File: src/hw/rtl/pnn_pkg.sv
`default_nettype none
package pnn_pkg;
  localparam int COORD_BITS = 24;
  localparam int SUM_BITS   = 58;
  localparam int OUT_BITS   = 16;
  localparam int OUT_ONE    = 16384;
  localparam logic signed [SUM_BITS-1:0] SUM_LIM = {1'b0, {(SUM_BITS-1){1'b1}}};

  // commands from controller to datapath
  typedef struct packed {
    logic load_vtx;   // latch input vertex, form pair operands
    logic start_vtx;  // vertex opens a polygon
    logic acc_pair;   // multiply/accumulate current pair (registered operands)
    logic sel_close;  // operands are (previous, first)
    logic norm_start; // start normalization
  } pnn_cmd_t;

  typedef struct packed {
    logic norm_done;
  } pnn_sts_t;

  function automatic logic signed [SUM_BITS-1:0] sat_add(
      input logic signed [SUM_BITS-1:0] s, input logic signed [SUM_BITS-1:0] t);
    logic signed [SUM_BITS:0] r;
    r = {s[SUM_BITS-1], s} + {t[SUM_BITS-1], t};
    if (r > $signed({1'b0, SUM_LIM})) return SUM_LIM;
    if (r < -$signed({1'b0, SUM_LIM})) return -SUM_LIM;
    return r[SUM_BITS-1:0];
  endfunction
endpackage
`default_nettype wire

File: src/hw/rtl/pnn_ctrl.sv
`default_nettype none
module pnn_ctrl (
  input  wire logic           clk,
  input  wire logic           rst,
  input  wire logic           in_fire,
  input  wire logic           in_last,
  input  wire logic           out_busy,
  input  wire pnn_pkg::pnn_sts_t sts,
  output logic                in_ready,
  output pnn_pkg::pnn_cmd_t   cmd,
  output logic                res_load
);
  import pnn_pkg::*;
  typedef enum logic [2:0] {S_IDLE, S_ACC, S_CLOSE, S_NORM, S_OUT} state_t;
  state_t state;
  logic   in_poly, last_q;

  assign in_ready = (state == S_IDLE);

  // vertex is captured on the accepting edge; pair math runs in S_ACC,
  // closing pair in S_CLOSE, which also kicks off normalization
  always_comb begin
    cmd            = '0;
    cmd.load_vtx   = in_fire;
    cmd.start_vtx  = !in_poly;
    cmd.acc_pair   = (state == S_ACC) || (state == S_CLOSE);
    cmd.sel_close  = (state == S_CLOSE);
    cmd.norm_start = (state == S_CLOSE);
  end

  assign res_load = (state == S_OUT) && !out_busy;

  always_ff @(posedge clk) begin
    if (rst) begin
      state <= S_IDLE; in_poly <= 1'b0; last_q <= 1'b0;
    end else begin
      unique case (state)
        S_IDLE: if (in_fire) begin
          last_q  <= in_last;
          in_poly <= !in_last;
          state   <= S_ACC;
        end
        S_ACC: begin
          if (last_q) state <= S_CLOSE;
          else state <= S_IDLE;
        end
        S_CLOSE: state <= S_NORM;
        S_NORM: if (sts.norm_done) state <= S_OUT;
        S_OUT: if (!out_busy) state <= S_IDLE;
        default: state <= S_IDLE;
      endcase
    end
  end
endmodule
`default_nettype wire

File: config.mk
export PLATFORM = sky130hd
export DESIGN_NAME = pnn_ctrl
export DESIGN_NICKNAME = d
export VERILOG_FILES = /design/src/hw/rtl/pnn_pkg.sv /design/src/hw/rtl/pnn_ctrl.sv
export SDC_FILE = /design/constraint.sdc
export NUM_CORES = 1
export LEC_CHECK = 0
export BUFFER_PORTS_ARGS = -buffer_cell sky130_fd_sc_hd__buf_2
export CAP_MARGIN = 20
export CORE_AREA = 4 4 41 43
export CTS_CLUSTER_SIZE = 24
export DETAILED_ROUTE_END_ITERATION = 7
export DIE_AREA = 0 0 45 47
export GPL_TIMING_DRIVEN = 0
export HOLD_SLACK_MARGIN = 0.1
export PLACE_DENSITY = 0.49
export SLEW_MARGIN = 20
export SYNTH_ARGS = -nofsm -noshare
export SYNTH_HDL_FRONTEND = slang
export SYNTH_SLANG_ARGS = --single-unit
export TNS_END_PERCENT = 30
File: constraint.sdc
create_clock -name clk -period 1.3 [get_ports clk]
set_input_delay 0.26 -clock clk [delete_from_list [all_inputs] [get_ports clk]]
set_output_delay 0.26 -clock clk [all_outputs]
set_load 0.05 [all_outputs]
==> results by group <==
Synth
  – Syn avg cell area: 10.1 um^2
  – Synth top area share: 30.9%
  – Area leader, netlist: dfxtp_1
  – Ys Warns: 0
  – Synthesized Nets: 38
  – Simple-gate share of the synthesized area: 32.4%
  – Post-Syn Area: 324 um^2
  – Synth Instances: 32
  – Mux cell area share after synthesis: 6.56%
  – Top cells by area, synth: dfxtp_1 (31%), nor4b_4 (7.3%), buf_6 (6.9%)
  – Seq/Total Area, Yosys: 30.9%
  – Synth cell types: 23
  – Number of synthesized register bits: 5
  – Xor and xnor area share after synthesis: 2.70%
  – Number of synthesized flops with an enable pin: 0
  – Synth Area in Compound Gates: 13.1%
  – Post-Synth Adder-Cell Area: 0%
  – Largest family of logic cells by synthesized area: simple AND/OR/NAND/NOR gates
  – Synth async-reset ratio: 0%
  – Main synth FF type: dfxtp_1

CTS
  – Hold-fix buffer count after cts: 0
  – Clock latency on the worst-skew pair: 0.24 ns
  – CTS tree: built
  – Num CTS Buffers: 3
  – Clock transition at path regs: 0.05 ns
  – H-Tree Depth: 1
  – Clock Sinks: 5
  – CTS root buffer: clkbuf_4
  – CTS Buffer Depth: 2

Routing
  – DRT antenna net count: 0
  – WL/cell: 10.7 um
  – Vias per Instance: 4.42
  – Vias after detailed routing: 305
  – DRC Markers: 0
  – DRT Pass-1 Iters: 5
  – Iter 0 DRT Violations: 2
  – DRT Wirelength: 735 um

Timing
  – Fin crit share: 107%
  – Clock period minus worst slack: 1.40 ns
  – Final hold violations: 0
  – Max-slew headroom: 79.9%
  – Slew of the pin with the lowest slew margin: 0.300 ns
  – Max Fclk: 716 MHz
  – Final WS setup: -0.0972 ns
  – Unrepaired setup endpoints after global routing: yes
  – Clock skew: 0.00508 ns
  – Pins Over Slew Limit: 0
  – Final setup violating endpoints: 6

Pwr
  – Cell Int Power: 0.000342 W
  – Logic pwr share: 29.5%
  – Switching pwr: 0.000150 W
  – Clock Power Share: 36.9%
  – Peak VDD IR: 403 uV
  – Sw Share: 30.4%
  – P_leak: 0.235 nW
  – PwrDens: 890 nW/um^2
  – Pwr Total: 0.000492 W
  – Sequential power share: 33.6%

Placement
  – Gp weighted congestion: 0.757
  – Final HPWL DP: 513 um
  – # port buffers: 12

Global route
  – Pin count of the biggest net entering global routing: 10
  – GRT Total Usage: 8.60%
  – Global-route wire length before repair: 1280 um
  – Number of global-route vias before repair: 301
  – GRT Residual Overflow: 0
  – Initial antenna violation count: 0

Die
  – Die Y: 47 um
  – Core footprint: 1300 um^2
  – Cell row count: 13
  – I/O pin count: 13
  – Total die area: 2120 um^2
  – Die Width: 45 um
  – Starting Density: 24.9%

Run status
  – Violated checks: negative setup slack
  – Status: complete, but fails checks

Critical path
  – Crit end category: output pin
  – Worst EP required: 1.04 ns
  – CP Launch Type: flip-flop
  – WP data arrival: 1.14 ns
  – Critical setup path kind: flip-flop to output pin
  – Max Fanout on Critical Path: 5

Final layout
  – Number of fill cells: 137
  – N_diodes: 0
  – Multi-input gate area: 213 um^2
  – Share of layout cells above drive strength 1: 63.0%
  – Nets@finish: 61
  – Area grow syn2layout: 70.7%
  – Post-Route Utilization: 42.5%
  – Register area: 103 um^2

Flow run
  – Max_cap viols: 0

Hold path
  – HP Class: input pin to flip-flop
-- per-layer routing --
| metal | share of wire [%] | wire (um) | track usage, % |
|---|---|---|---|
| met1 | 42 | 306 | 10.2 |
| met5 | 0 | 0 | 0 |
| met3 | 8.4 | 62 | 3.45 |
| met4 | 1.1 | 8 | 5.26 |
| met2 | 49 | 358 | 13.0 |
-- registers in the layout (all words and copies together) (netlist names) --
name,cells
in_poly,1
state,3
last_q,1
-- worst max-delay path, cell delays in order (launching register included) --
cell and delay [ns]:
dfxtp_2 0.33, buf_6 0.12, nor3b_4 0.20, buf_6 0.12
buf_8 0.13
-- synthesized netlist by cell type (2+ instances only) --
library cell  count
buf_4             2
nor2_1            2
nand2b_1          3
dfxtp_1           5
buf_6             2
-- power by group through the flow --
stage | clock, W | sequential (W) | combinational, W
final | 0.000182 | 0.000165 | 0.000145
after global placement | 0 | 0.000168 | 0.000119
after global routing | 0.000198 | 0.000166 | 0.000155
after floorplan | 0 | 0.000168 | 0.0000916
after CTS | 0.000187 | 0.000165 | 0.000145
after detailed placement | 0 | 0.000169 | 0.000120
-- placed cells by master (no fill, tap or decap) --
cell type	instances
a211oi_2	1
a211oi_1	1
nor3_2	1
dfxtp_2	2
nor2_1	2
buf_6	7
xnor2_1	1
nand2b_1	3
nor2b_1	1
buf_8	1
nand3b_1	1
a21oi_1	1
o21bai_1	1
inv_1	1
dfxtp_1	3
buf_4	8
mux2_4	1
nor4b_4	2
buf_2	7
nand4bb_1	1
nand4b_1	1
nor3b_4	1
clkbuf_1	1
clkbuf_4	3
a21bo_1	1
mux2i_1	1
-- path summary, 6_finish.rpt --
kind,cells past startpoint,slack (ns),to,from
max,4,-0.1,cmd[1],state[1]$_SDFFE_PP0P_
min,2,0.26,state[1]$_SDFFE_PP0P_,rst
max reg2reg,4,-0.02,in_poly$_SDFFE_PP0P_,state[0]$_SDFFE_PP0P_
min reg2reg,2,0.48,last_q$_SDFFE_PP0P_,last_q$_SDFFE_PP0P_
-- final cells by class --
cell class,count,share of cell area [%]
repair buffers,18,24.7
plain buffers,5,9.50
flip-flops and latches,5,18.6
multi-input cells,21,38.5
inverters,1,0.679
well taps,15,3.39
clock buffers,4,4.75
-- metrics by stage --
| stage | hold WS, ns | instance area (um^2) | setup TNS, ns | setup slack, ns | instances |
|---|---|---|---|---|---|
| after floorplan | 0.317 | 367 | -0.499 | -0.209 | 32 |
| after global placement | 0.464 | 445 | 0 | 0.00300 | 59 |
| after detailed placement | 0.476 | 445 | -0.0137 | -0.0137 | 59 |
| after CTS | 0.257 | 544 | -0.415 | -0.117 | 68 |
| after global routing | 0.265 | 553 | -0.722 | -0.171 | 69 |
| final | 0.260 | 553 | -0.379 | -0.0972 | 69 |
-- what timing repair did --
action	4_1_cts	5_1_grt
setup buffers	5	1
resized for setup	11	1
setup endpoints to repair	5	6
pin swaps	3	1
-- cell families (layout without fill, tap and decap cells) --
logic type	Yosys count	after routing
and+or+nand+nor	13	13
buffers and inverters	6	28
AOI/OAI and AO/OA	5	5
DFF	5	5
muxes	2	2
xor gates and xnor gates	1	1
Note: power is estimated with default switching activity, not from simulation.
